===== src/sv/twtls_pkg.sv =====
`default_nettype none
// ----------------------------------------------------------------------------
// Two-way traffic light sequencer package
// Lamp and mode codes, reset timings and the transaction payload types.
// ----------------------------------------------------------------------------
package twtls_pkg;

  localparam logic [1:0] LAMP_RED    = 2'd0;
  localparam logic [1:0] LAMP_YELLOW = 2'd1;
  localparam logic [1:0] LAMP_GREEN  = 2'd2;

  localparam logic [1:0] MODE_AUTO      = 2'd0;
  localparam logic [1:0] MODE_MANUAL    = 2'd1;
  localparam logic [1:0] MODE_SET_RED   = 2'd2;
  localparam logic [1:0] MODE_SET_GREEN = 2'd3;

  localparam logic [6:0] DEFAULT_RED    = 7'd5;
  localparam logic [6:0] DEFAULT_GREEN  = 7'd3;
  localparam logic [6:0] DEFAULT_YELLOW = 7'd2;
  localparam logic [6:0] MAX_TIME       = 7'd99;

  typedef struct packed {
    logic [1:0] mode;
    logic       scan_tick;
    logic       second_tick;
    logic       next_press;
    logic       commit_press;
  } in_t;

  typedef struct packed {
    logic [1:0] lamp_a;
    logic [1:0] lamp_b;
    logic [6:0] shown_a;
    logic [6:0] shown_b;
    logic [3:0] digit_a;
    logic [3:0] digit_b;
    logic       digit_select;
    logic       committed;
  } out_t;

endpackage
`default_nettype wire


===== src/sv/twtls_if.sv =====
`default_nettype none
// ----------------------------------------------------------------------------
// Two-way traffic light sequencer channels
// Valid/ready channels for input and result transactions.
// ----------------------------------------------------------------------------
interface twtls_in_if;
  logic              valid;
  logic              ready;
  twtls_pkg::in_t    data;

  modport source (output valid, output data, input ready);
  modport sink (input valid, input data, output ready);
endinterface

interface twtls_out_if;
  logic              valid;
  logic              ready;
  twtls_pkg::out_t   data;

  modport source (output valid, output data, input ready);
  modport sink (input valid, input data, output ready);
endinterface
`default_nettype wire


===== src/sv/two_way_traffic_light_sequencer.sv =====
`default_nettype none
// ----------------------------------------------------------------------------
// Two-way traffic light sequencer
// Sequences the lamps and countdowns of two directions, edits and commits
// the red and green times, and drives a two-digit multiplexed display.
//
// One input transaction (mode, scan and second ticks, two button presses)
// yields exactly one result transaction (both lamps, both shown values,
// the selected digit of each, the digit select and the commit flag).
// A transaction is captured in an input register and is processed into
// the result register once that register is empty or being read out.
// One transaction is taken per cycle while input ready is high; the state
// update and digit split are combinational compare, add and small
// constant multiply logic between those two registers.
// When the receiver stalls, the result register holds and the input
// register can still fill; input ready drops only when both are occupied.
// Reset clears both registers, puts A on red and B on green, loads the
// default times and sets both pending times to one.
// ----------------------------------------------------------------------------
module two_way_traffic_light_sequencer (
  input  wire         clk_i,
  input  wire         rst_ni,
  twtls_in_if.sink    in_i,
  twtls_out_if.source out_o
);
  import twtls_pkg::*;

  logic       s1_valid_q;
  in_t        s1_data_q;
  logic       out_valid_q;
  out_t       out_data_q;
  out_t       out_data_d;
  logic       s1_fire;

  logic [1:0] phase_a_q, phase_a_d, phase_b_q, phase_b_d;
  logic [6:0] count_a_q, count_a_d, count_b_q, count_b_d;
  logic [6:0] red_time_q, red_time_d, green_time_q, green_time_d;
  logic [6:0] yellow_time_q, yellow_time_d;
  logic [6:0] pend_red_q, pend_red_d, pend_green_q, pend_green_d;
  logic       scan_q, scan_d;

  function automatic logic [1:0] next_phase(logic [1:0] p);
    logic [1:0] r;
    r = LAMP_RED;
    if (p == LAMP_RED) r = LAMP_GREEN;
    else if (p == LAMP_GREEN) r = LAMP_YELLOW;
    return r;
  endfunction

  function automatic logic [3:0] tens_of(logic [6:0] v);
    logic [14:0] p;
    p = 15'(v) * 15'd205;
    return p[14:11];
  endfunction

  function automatic logic [3:0] units_of(logic [6:0] v);
    logic [6:0] t;
    t = 7'(tens_of(v)) * 7'd10;
    return 4'(v - t);
  endfunction

  assign s1_fire     = s1_valid_q && (!out_valid_q || out_o.ready);
  assign in_i.ready  = !s1_valid_q || s1_fire;
  assign out_o.valid = out_valid_q;
  assign out_o.data  = out_data_q;

  always_comb begin
    logic [1:0] ph;
    logic [7:0] bound;
    logic [7:0] pg_inc;
    logic [7:0] ydiff;
    logic [6:0] sa, sb;

    phase_a_d     = phase_a_q;
    phase_b_d     = phase_b_q;
    count_a_d     = count_a_q;
    count_b_d     = count_b_q;
    red_time_d    = red_time_q;
    green_time_d  = green_time_q;
    yellow_time_d = yellow_time_q;
    pend_red_d    = pend_red_q;
    pend_green_d  = pend_green_q;
    scan_d        = scan_q;
    out_data_d    = '0;
    ph            = LAMP_RED;
    bound         = 8'({1'b0, red_time_q}) - 8'({1'b0, yellow_time_q});
    pg_inc        = 8'({1'b0, pend_green_q}) + 8'd1;
    ydiff         = '0;

    if (s1_data_q.mode != MODE_MANUAL && s1_data_q.scan_tick) scan_d = !scan_q;

    case (s1_data_q.mode)
      MODE_AUTO: begin
        if (s1_data_q.second_tick) begin
          if (count_a_q <= 7'd1) begin
            ph        = next_phase(phase_a_q);
            phase_a_d = ph;
            count_a_d = (ph == LAMP_GREEN) ? green_time_q :
                        (ph == LAMP_YELLOW) ? yellow_time_q : red_time_q;
          end else begin
            count_a_d = count_a_q - 7'd1;
          end
          if (count_b_q <= 7'd1) begin
            ph        = next_phase(phase_b_q);
            phase_b_d = ph;
            count_b_d = (ph == LAMP_GREEN) ? green_time_q :
                        (ph == LAMP_YELLOW) ? yellow_time_q : red_time_q;
          end else begin
            count_b_d = count_b_q - 7'd1;
          end
        end
      end
      MODE_MANUAL: begin
        if (phase_a_q == LAMP_YELLOW) phase_a_d = LAMP_GREEN;
        if (phase_b_q == LAMP_YELLOW) phase_b_d = LAMP_GREEN;
        if (s1_data_q.next_press) begin
          if (phase_a_d == LAMP_RED) begin
            phase_a_d = LAMP_GREEN;
            phase_b_d = LAMP_RED;
          end else if (phase_a_d == LAMP_GREEN) begin
            phase_a_d = LAMP_RED;
            phase_b_d = LAMP_GREEN;
          end
        end
      end
      MODE_SET_RED: begin
        if (s1_data_q.next_press) begin
          pend_red_d = (pend_red_q >= MAX_TIME) ? 7'd1 : pend_red_q + 7'd1;
        end
        if (s1_data_q.commit_press) begin
          red_time_d           = pend_red_d;
          out_data_d.committed = 1'b1;
        end
      end
      default: begin
        if (s1_data_q.next_press) begin
          pend_green_d = ($signed(pg_inc) > $signed(bound)) ? 7'd1 : pg_inc[6:0];
        end
        if (s1_data_q.commit_press) begin
          green_time_d         = pend_green_d;
          ydiff                = 8'({1'b0, red_time_q}) - 8'({1'b0, pend_green_d});
          yellow_time_d        = ($signed(ydiff) < 8'sd1) ? 7'd1 : ydiff[6:0];
          out_data_d.committed = 1'b1;
        end
      end
    endcase

    if (s1_data_q.mode == MODE_SET_RED) begin
      out_data_d.lamp_a = LAMP_RED;
      out_data_d.lamp_b = LAMP_RED;
      sa                = pend_red_d;
      sb                = pend_red_d;
    end else if (s1_data_q.mode == MODE_SET_GREEN) begin
      out_data_d.lamp_a = LAMP_GREEN;
      out_data_d.lamp_b = LAMP_GREEN;
      sa                = pend_green_d;
      sb                = pend_green_d;
    end else begin
      out_data_d.lamp_a = phase_a_d;
      out_data_d.lamp_b = phase_b_d;
      sa                = count_a_d;
      sb                = count_b_d;
    end
    out_data_d.shown_a      = sa;
    out_data_d.shown_b      = sb;
    out_data_d.digit_a      = scan_d ? units_of(sa) : tens_of(sa);
    out_data_d.digit_b      = scan_d ? units_of(sb) : tens_of(sb);
    out_data_d.digit_select = scan_d;
  end

  always_ff @(posedge clk_i or negedge rst_ni) begin
    if (!rst_ni) begin
      s1_valid_q    <= 1'b0;
      out_valid_q   <= 1'b0;
      phase_a_q     <= LAMP_RED;
      phase_b_q     <= LAMP_GREEN;
      count_a_q     <= DEFAULT_RED;
      count_b_q     <= DEFAULT_GREEN;
      red_time_q    <= DEFAULT_RED;
      green_time_q  <= DEFAULT_GREEN;
      yellow_time_q <= DEFAULT_YELLOW;
      pend_red_q    <= 7'd1;
      pend_green_q  <= 7'd1;
      scan_q        <= 1'b0;
    end else begin
      if (in_i.ready) s1_valid_q <= in_i.valid;
      if (s1_fire) begin
        out_valid_q   <= 1'b1;
        phase_a_q     <= phase_a_d;
        phase_b_q     <= phase_b_d;
        count_a_q     <= count_a_d;
        count_b_q     <= count_b_d;
        red_time_q    <= red_time_d;
        green_time_q  <= green_time_d;
        yellow_time_q <= yellow_time_d;
        pend_red_q    <= pend_red_d;
        pend_green_q  <= pend_green_d;
        scan_q        <= scan_d;
      end else if (out_o.ready) begin
        out_valid_q <= 1'b0;
      end
    end
  end

  always_ff @(posedge clk_i) begin
    if (in_i.ready && in_i.valid) s1_data_q <= in_i.data;
    if (s1_fire) out_data_q <= out_data_d;
  end

`ifndef SYNTHESIS
  a_count_nonzero: assert property (@(posedge clk_i) disable iff (!rst_ni)
    count_a_q != 7'd0 && count_b_q != 7'd0)
    else $error("countdown reached zero");

  a_yellow_nonzero: assert property (@(posedge clk_i) disable iff (!rst_ni)
    yellow_time_q != 7'd0)
    else $error("yellow time is zero");

  a_commit_lamps: assert property (@(posedge clk_i) disable iff (!rst_ni)
    out_valid_q && out_data_q.committed |-> out_data_q.lamp_a == out_data_q.lamp_b)
    else $error("commit reported outside a set mode");

  a_result_follows: assert property (@(posedge clk_i) disable iff (!rst_ni)
    s1_fire |=> out_valid_q && out_data_q.digit_select == scan_q)
    else $error("result register not loaded with the processed transaction");
`endif

endmodule
`default_nettype wire

===== src/flat_wrapper.sv =====
// flat-port wrapper written by rule: the top's interface ports become plain ports
module two_way_traffic_light_sequencer_flat import twtls_pkg::*;
  (clk_i, rst_ni, in_i_valid, in_i_data, in_i_ready, out_o_valid, out_o_data, out_o_ready);
  twtls_in_if in_i_i ();
  twtls_out_if out_o_i ();
  input  wire clk_i;
  input  wire rst_ni;
  input wire logic [$bits(in_i_i.valid)-1:0] in_i_valid;
  input wire logic [$bits(in_i_i.data)-1:0] in_i_data;
  output wire logic [$bits(in_i_i.ready)-1:0] in_i_ready;
  output wire logic [$bits(out_o_i.valid)-1:0] out_o_valid;
  output wire logic [$bits(out_o_i.data)-1:0] out_o_data;
  input wire logic [$bits(out_o_i.ready)-1:0] out_o_ready;
  assign in_i_i.valid = in_i_valid;
  assign in_i_i.data = in_i_data;
  assign in_i_ready = in_i_i.ready;
  assign out_o_valid = out_o_i.valid;
  assign out_o_data = out_o_i.data;
  assign out_o_i.ready = out_o_ready;
  two_way_traffic_light_sequencer u_core (.clk_i(clk_i), .rst_ni(rst_ni), .in_i(in_i_i), .out_o(out_o_i));
endmodule

===== config.mk =====
export PLATFORM = sky130hd
export DESIGN_NAME = two_way_traffic_light_sequencer_flat
export DESIGN_NICKNAME = d
export VERILOG_FILES = /design/src/sv/twtls_pkg.sv /design/src/sv/twtls_if.sv /design/src/sv/two_way_traffic_light_sequencer.sv /design/src/flat_wrapper.sv
export SDC_FILE = /design/constraint.sdc
export NUM_CORES = 1
export LEC_CHECK = 0
export ABC_CLOCK_PERIOD_IN_PS = 18500
export BUFFER_PORTS_ARGS = -buffer_cell sky130_fd_sc_hd__buf_2
export CAP_MARGIN = 20
export CORE_ASPECT_RATIO = 0.8
export CORE_UTILIZATION = 40
export DETAILED_ROUTE_END_ITERATION = 7
export HOLD_SLACK_MARGIN = 0.08
export PLACE_DENSITY_LB_ADDON = 0.3
export SYNTH_ARGS = -nofsm -noshare
export SYNTH_HDL_FRONTEND = slang
export SYNTH_SLANG_ARGS = --single-unit

===== constraint.sdc =====
create_clock -name clk_i -period 18.5 [get_ports clk_i]
set_clock_uncertainty 0.15 [all_clocks]
set_input_delay 0.925 -clock clk_i [delete_from_list [all_inputs] [get_ports clk_i]]
set_output_delay 0.925 -clock clk_i [all_outputs]
set_load 0.02 [all_outputs]

# ---- Word-level counts from Yosys, hierarchy flattened
# Cells that the tools add are included.
dict set report totals {
  regBits 90
  input_bits 10
  output_inout_bits 30
  elab_cells 130
}
dict set report classes {
  n_addsub 8
  multipliers 4
  magnitude_cmp 5
  n_eq_ne 13
  mux 54
  n_bitwise 1
  n_reduce_logical 18
}
# op count
set op_table {}
lappend op_table {{$mux 7} 22}
lappend op_table {{$mux 2} 21}
lappend op_table {{$mul 7x8->15 const B} 2}
lappend op_table {{$sub 7x7->8} 2}
lappend op_table {{$eq 2x2->1 const B} 7}
lappend op_table {{$le 7x1->1 const B} 2}
lappend op_table {{$sub 7x1->7 const B} 2}
lappend op_table {{$mux 4} 3}
lappend op_table {{$eq 2x1->1 const B} 5}
lappend op_table {{$add 7x1->8 const B} 1}
lappend op_table {{$gt 8x8->1} 1}
lappend op_table {{$logic_not 2->1} 4}
lappend op_table {{$lt 8x2->1 const B} 1}
lappend op_table {{$mul 4x3->3 const B} 2}
lappend op_table {{$pmux 2 s2} 2}
lappend op_table {{$sub 4x4->4} 2}
lappend op_table {{$add 7x1->7 const B} 1}
lappend op_table {{$ge 7x7->1 const B} 1}
lappend op_table {{$mux 1} 6}
lappend op_table {{$reduce_and 3->1} 2}
lappend op_table {{$reduce_or 2->1} 2}
lappend op_table {{$logic_and 1x1->1} 3}
lappend op_table {{$logic_not 1->1} 3}
lappend op_table {{$reduce_or 3->1} 1}
lappend op_table {{other kinds (4)} 5}

# ---- Logic depth before layout (Yosys ltp)
# Gate-level depths: netlist of the first run.
dict set report depth {
  ltp_word 18
  depth_mapped 42
  mapped_depth_nobuf 42
}

# ---- Least setup slack after synthesis of the first run
# No wires, ideal clock.
dict set report synth_timing {
  path_kind {reg-to-reg}
  start {register u_core.yellow_time_q[1]}
  end {register u_core.out_data_q (netlist bit u_core.out_o.data[4]) (data pin)}
  setup_time_ns 0.260
  t_arrival_ns 7.298
  t_required_ns 18.090
  setup_slack_ns 10.792
  path_stages_with_launch 39
  n_path_buf 0
  synth_period_minus_slack_ns 7.708
  path_cell_list {dfstp_2 inv_1 ha_1 a21oi_1 o21ai_0 a21oi_1 o21bai_1 a21o_1 a21o_1 ha_1 nand4_1 nand2b_1 a21oi_1 nor2_1 and2_1 and3b_1 a21oi_1 mux2i_1 [... 3 more ...] fa_1 ha_1 inv_1 fa_1 inv_1 ha_1 a21o_1 a21o_1 a21oi_1 nand2_1 a41o_1 nand2_1 xor2_1 inv_1 ha_1 inv_1 fa_1 mux2_2}
}
# element line_no
set synth_lines {}
lappend synth_lines {{start: declaration} two_way_traffic_light_sequencer.sv:38} ;# logic [6:0] yellow_time_q, yellow_time_d;
lappend synth_lines {{start signal: assignment} two_way_traffic_light_sequencer.sv:195} ;# yellow_time_q <= yellow_time_d;
lappend synth_lines {{end signal: assignment} two_way_traffic_light_sequencer.sv:207} ;# if (s1_fire) out_data_q <= out_data_d;
lappend synth_lines {{end: declaration} two_way_traffic_light_sequencer.sv:31} ;# out_t out_data_q;

==> results of run 1 <==
==> registers in the layout, indices dropped and copies added, names as in the netlist, 7 cells and up <==
name and count:
u_core.pend_red_q 7, u_core.pend_green_q 7, u_core.out_o.data 28, u_core.red_time_q 7, u_core.green_time_q 7, u_core.count_b_q 7, u_core.yellow_time_q 7, u_core.count_a_q 7
==> cells by family after synthesis <==
kind of cell,Yosys count
mux,29
compound gates,199
buf+inv,105
flops,90
xor+xnor,32
simple gates,246
fa+ha+maj,121
==> Yosys cell counts (6+ instances only) <==
| library cell | n | area (um^2) |
|---|---|---|
| nand4_1 | 6 | 37.5 |
| or2_2 | 7 | 43.8 |
| o21ai_0 | 64 | 320 |
| a22o_1 | 9 | 78.8 |
| clkbuf_1 | 20 | 75.1 |
| and3_1 | 8 | 50.1 |
| edfxtp_1 | 34 | 1020 |
| nand3_1 | 12 | 60.1 |
| inv_1 | 75 | 282 |
| dfstp_2 | 12 | 315 |
| dfrtp_1 | 44 | 1100 |
| nor2_1 | 52 | 195 |
| xor2_1 | 11 | 96.3 |
| nand2_1 | 94 | 353 |
| nor2b_1 | 10 | 62.6 |
| a21o_1 | 12 | 90.1 |
| nand2b_1 | 13 | 81.3 |
| xnor2_1 | 19 | 166 |
| fa_1 | 20 | 400 |
| a21oi_1 | 56 | 280 |
| nor3_1 | 14 | 70.1 |
| ha_1 | 101 | 1260 |
| mux2i_1 | 25 | 250 |
| o22ai_1 | 7 | 43.8 |
==> routing by layer <==
layer  GRT usage, %  vias up
met2           27.6      210
met5              0        -
met3           5.15       18
met1           31.8     2797
li1               -     2977
met4           5.48        0
==> through the flow <==
step           worst slack [ns]  util, %  hold WS (ns)  total power, mW  area, um^2
6_report                   9.47     45.3         0.344             1.40        8280
2_1_floorplan             10.79        -         0.307             1.00        7540
3_5_place_dp               9.60     43.7         0.334             1.21        7980
3_3_place_gp               9.75     43.7         0.325             1.20        7980
4_1_cts                    9.58     45.3         0.345             1.41        8280
5_1_grt                    8.84     45.3         0.373             1.56        8280
==> report_power, final <==
part	switching [mW]	internal [mW]	total (mW)
Combinational	0.494	0.369	0.863
Clock	0.0932	0.0964	0.190
Sequential	0.0673	0.283	0.350
==> cell type report <==
cell class,instances,area [um^2],area share [%]
Clock buffer,9,225,2.72
Clock inverter,7,76.3,0.921
Inverter,77,289,3.49
Multi-Input combinational cell,627,4700,56.7
Sequential cell,90,2440,29.4
Tap cell,253,317,3.82
Timing Repair Buffer,45,240,2.90
==> critical path: cells and delay by family (launching register included) <==
kind / cells / cell delay (ns)
compound gates: 15 / 3.66
xor+xnor: 3 / 0.58
fa+ha+maj: 8 / 2.99
buf+inv: 3 / 0.17
flops: 1 / 0.56
mux: 1 / 0.06
simple gates: 5 / 0.61
==> final timing paths <==
kind / slack (ns) / start / to
worst max-delay path: 9.47 / u_core.yellow_time_q[1]$_DFFE_PN1P_ / u_core.out_o.data[9]$_DFFE_PP_
worst min-delay path: 0.34 / u_core.green_time_q[1]$_DFFE_PN1P_ / u_core.green_time_q[1]$_DFFE_PN1P_
worst max register to register: 9.47 / u_core.yellow_time_q[1]$_DFFE_PN1P_ / u_core.out_o.data[9]$_DFFE_PP_
worst min register to register: 0.34 / u_core.green_time_q[1]$_DFFE_PN1P_ / u_core.green_time_q[1]$_DFFE_PN1P_
max in group asynchronous: 17.12 / rst_ni / u_core.count_a_q[1]$_DFFE_PN0P_
min in group asynchronous: 0.57 / rst_ni / u_core.pend_green_q[2]$_DFFE_PN0P_
==> results.yml, run 1 <==
placement:
  port-buffer-count: 39
  gp_congestion: 0.867
  dp.cells: 1092
  dp_hpwl_um: 14100
synthesis:
  synth_area_per_cell_um2: 9.17
  syn_nets: 953
  synth_top_family_by_area: "adder cells"
  synthFlopType: "dfrtp_1"
  synth_compound_area_share_pct: 16.3
  synth_cell_types: 69
  synth-xor-area-share_pct: 4.08
  ys_warn_count: 0
  synthCells: 822
  synth_adder_area_share_pct: 22.1
  yosysSeqAreaShare_pct: 32.3
  synth_edf_count: 34
  async_flop_share_pct: 62.2
  synth.area.mux_share_pct: 3.92
  netlist_area_um2: 7540
  synth-simple-area-share_pct: 16.0
  ys_ff_latch: 90
route:
  via_per_inst: 5.42
  vias: 6002
  dr_wl_met3_um: 1420
  top_layer_used: "met4"
  route.detailed.drc: 0
  wl_met2_um: 7390
  drt_pre_antenna_iters: 5
  drtIter0Drc: 410
  wl_per_cell_um: 16.5
  wl_met1_um: 9260
  wl_um: 18300
  antenna_left: 0
setup_path:
  worst_setup_path_start_kind: "register"
  worstPathMaxFanout: 6
  crit_type: "reg2reg"
  reg2reg_depth: 35
  end_kind: "register"
  crit_slowest_cell: "dfstp_2"
  required_ns: 18.46
  critPathMaxStageDelay_ns: 0.56
  worst_ep_arrival_time_ns: 8.98
layout:
  antenna_cells: 0
  final_common_cell: "ha_1"
  instances_no_fill: 1108
  layout_common_cells: "ha_1, nand2_1, inv_1"
  finalNetCount: 981
  drive_gt1_share_pct: 11.5
  fillerInstances: 1746
  syn_to_final_growth_pct: 9.91
floorplanning:
  die_h_um: 125
  chipWidth_um: 155
  die-area_um2: 19400
  initial_core_util_pct: 41.2
  rows: 44
  core_um2: 18300
  ios: 40
sta:
  fmax_mhz: 111
  hold_viol: 0
  period_share_pct: 48.8
  setup_tns_ns: 0
  worst_pin_slew_ns: 0.948
  rsz0062_at_grt: "no"
  maxSlewHeadroom_pct: 36.8
  period_minus_slack_ns: 9.03
  slew_violations: 0
  setup_viol: 0
grt:
  grt_pass1_vias: 5718
  grt_pass1_wl_um: 30900
  grt_use_total_pct: 20.5
  grt_start_max_net_pins: 57
  gr-total-overflow: 0
  antenna_found_initial: 0
cts:
  cts_resized: 0
  clockBufferDepth: 2
  ctsRootBufferMaster: "clkbuf_16"
  insertion_delay_ns: 0.36
  path_clk_slew_ns: 0.07
  numClockSinks: 90
  hold_buffers: 0
  cts_tree: "done"
  cts_buffers: 9
  h-tree-depth: 3
  cts_setup_buffers: 0
power_and_ir_drop:
  power_density_nw_per_um2: 169
  leakage_nw: 3.94
  max-vdd-ir-drop_mv: 0.130
hold_path:
  min_path_cells: 2
  hold_path_class: "reg2reg"
run_status:
  status: "complete, no violations"
job:
  drv_cap: 0
(Power assumes the default switching activity.)
==> inputs of run 2 (changes only) <==
- ABC_CLOCK_PERIOD_IN_PS: 18500 -> 7380
- clock period: 18.5 -> 7.38 ns (I/O delays scaled with it)
==> results.yml, run 2 (synthesized netlist as in run 1, its figures left out) <==
run_status:
  status: "finished with violations"
  violations: "setup timing"
cts:
  insertion_delay_ns: 0.37
  ctsRootBufferMaster: "clkbuf_16"
  cts_buffers: 9
  path_clk_slew_ns: 0.07
  clockBufferDepth: 2
  numClockSinks: 90
  h-tree-depth: 3
  cts_tree: "done"
layout:
  layout_common_cells: "nand2_1, buf_4, ha_1"
  seq_area_um2: 2440
  largest_reg_flops: 28
  syn_to_final_growth_pct: 23.7
  drive_gt1_share_pct: 24.8
  fillerInstances: 1744
  antenna_cells: 0
  multi_input_area_um2: 5010
  finalNetCount: 1076
  post-route-util_pct: 51.0
grt:
  grt_use_total_pct: 20.8
  grt_start_max_net_pins: 57
  grt_pass1_vias: 6120
  gr-total-overflow: 0
  grt_pass1_wl_um: 31600
  antenna_found_initial: 0
sta:
  setup_viol: 4
  setup_slack_ns: -0.171
  hold_viol: 0
  period_share_pct: 102
  slew_violations: 0
  period_minus_slack_ns: 7.55
  worst_pin_slew_ns: 0.766
  hold_ws_ns: 0.146
  maxSlewHeadroom_pct: 48.8
  fmax_mhz: 132
  rsz0062_at_grt: "yes"
route:
  wl_per_cell_um: 16.0
  drtIter0Drc: 424
  drt_pre_antenna_iters: 5
  antenna_left: 0
  via_per_inst: 5.25
  route.detailed.drc: 0
  wl_um: 19200
  vias: 6311
placement:
  port-buffer-count: 39
  dp_slack_ns: -0.625
  dp_hpwl_um: 14700
  gp_congestion: 0.862
job:
  drv_cap: 0
floorplanning:
  initial_core_util_pct: 41.2
  die_h_um: 125
  chipWidth_um: 155
  die-area_um2: 19400
  ios: 40
  core_um2: 18300
  rows: 44
setup_path:
  crit_slowest_cell: "dfstp_2"
  critPathMaxStageDelay_ns: 0.54
  end_kind: "register"
  worst_ep_arrival_time_ns: 7.59
  regToRegSetupSlack_ns: -0.17
  worstPathMaxFanout: 4
  required_ns: 7.42
  path_common_cell: "a21o_1"
  worst_setup_path_start_kind: "register"
  crit_type: "reg2reg"
power_and_ir_drop:
  max-vdd-ir-drop_mv: 0.364
  leakage_nw: 4.43
  total_power_mw: 4.07
  power_density_nw_per_um2: 436
hold_path:
  hold_path_class: "in2reg"
run 2: cell types whose count changed in the layout (fill, tap and decap cells not counted), sizes merged:
cell and change:
buf +87, dlygate4sd3 +8, inv +1, clkinv -1
run 2: stage by stage:
| step | setup TNS (ns) | instance area [um^2] | std cells |
|---|---|---|---|
| after floorplan | 0 | 7640 | 822 |
| after global placement | -1.58 | 8620 | 1163 |
| after detailed placement | -2.16 | 8620 | 1163 |
| after CTS | -0.594 | 9140 | 1196 |
| after global routing | -2.17 | 9330 | 1203 |
| final | -0.347 | 9330 | 1203 |
run 2: cell type report:
cell class | count | area share, %
Clock inverter | 7 | 0.711
Timing Repair Buffer | 140 | 10.4
Inverter | 77 | 3.13
Tap cell | 253 | 3.39
Clock buffer | 9 | 2.42
Sequential cell | 90 | 26.1
Multi-Input combinational cell | 627 | 53.8
run 2: per-layer routing:
layer  global-route usage [%]  share of wire [%]
met5                        0                  0
met2                     30.9                 43
met4                     4.33               0.98
met3                     3.72                5.5
met1                     31.3                 51
run 2: repair_timing:
| item | 4_1_cts | 5_1_grt |
|---|---|---|
| hold buffers | 8 | 0 |
| gates resized for setup | 23 | 25 |
| endpoints found under the hold margin | 51 | 0 |
| pin swaps | 34 | 23 |
| setup endpoints to repair | 5 | 7 |
| buffers inserted | 9 | 7 |
run 2: critical path: cells and delay by family (launching register included):
family | cells | cell delay [ns]
AO/OA/AOI/OAI | 15 | 2.27
flip-flops | 1 | 0.54
multiplexers | 1 | 0.16
buffers and inverters | 6 | 0.51
XOR/XNOR | 3 | 0.63
AND/OR/NAND/NOR | 4 | 0.39
adder cells (fa/ha/maj) | 9 | 2.73
run 2: final timing paths:
path                                                startpoint                                 end  cells after the start
setup reg to reg           u_core.yellow_time_q[1]$_DFFE_PN1P_      u_core.out_o.data[9]$_DFFE_PP_                     38
setup / recovery           u_core.yellow_time_q[1]$_DFFE_PN1P_      u_core.out_o.data[9]$_DFFE_PP_                     38
hold reg to reg             u_core.green_time_q[1]$_DFFE_PN1P_  u_core.green_time_q[1]$_DFFE_PN1P_                      2
min in group asynchronous                               rst_ni  u_core.pend_green_q[1]$_DFFE_PN0P_                      3
max in group asynchronous                               rst_ni     u_core.phase_a_q[0]$_DFFE_PN0P_                      3
hold / removal                                     out_o_ready      u_core.out_o.valid$_DFFE_PN0P_                      3
run 2: report_power, final:
group / internal (mW) / total [mW] / switching, mW / leakage, nW
Combinational: 1.32 / 2.75 / 1.42 / 3.24
Sequential: 0.708 / 0.855 / 0.147 / 1.04
Clock: 0.239 / 0.467 / 0.228 / 0.145
Total: 2.27 / 4.07 / 1.80 / 4.43
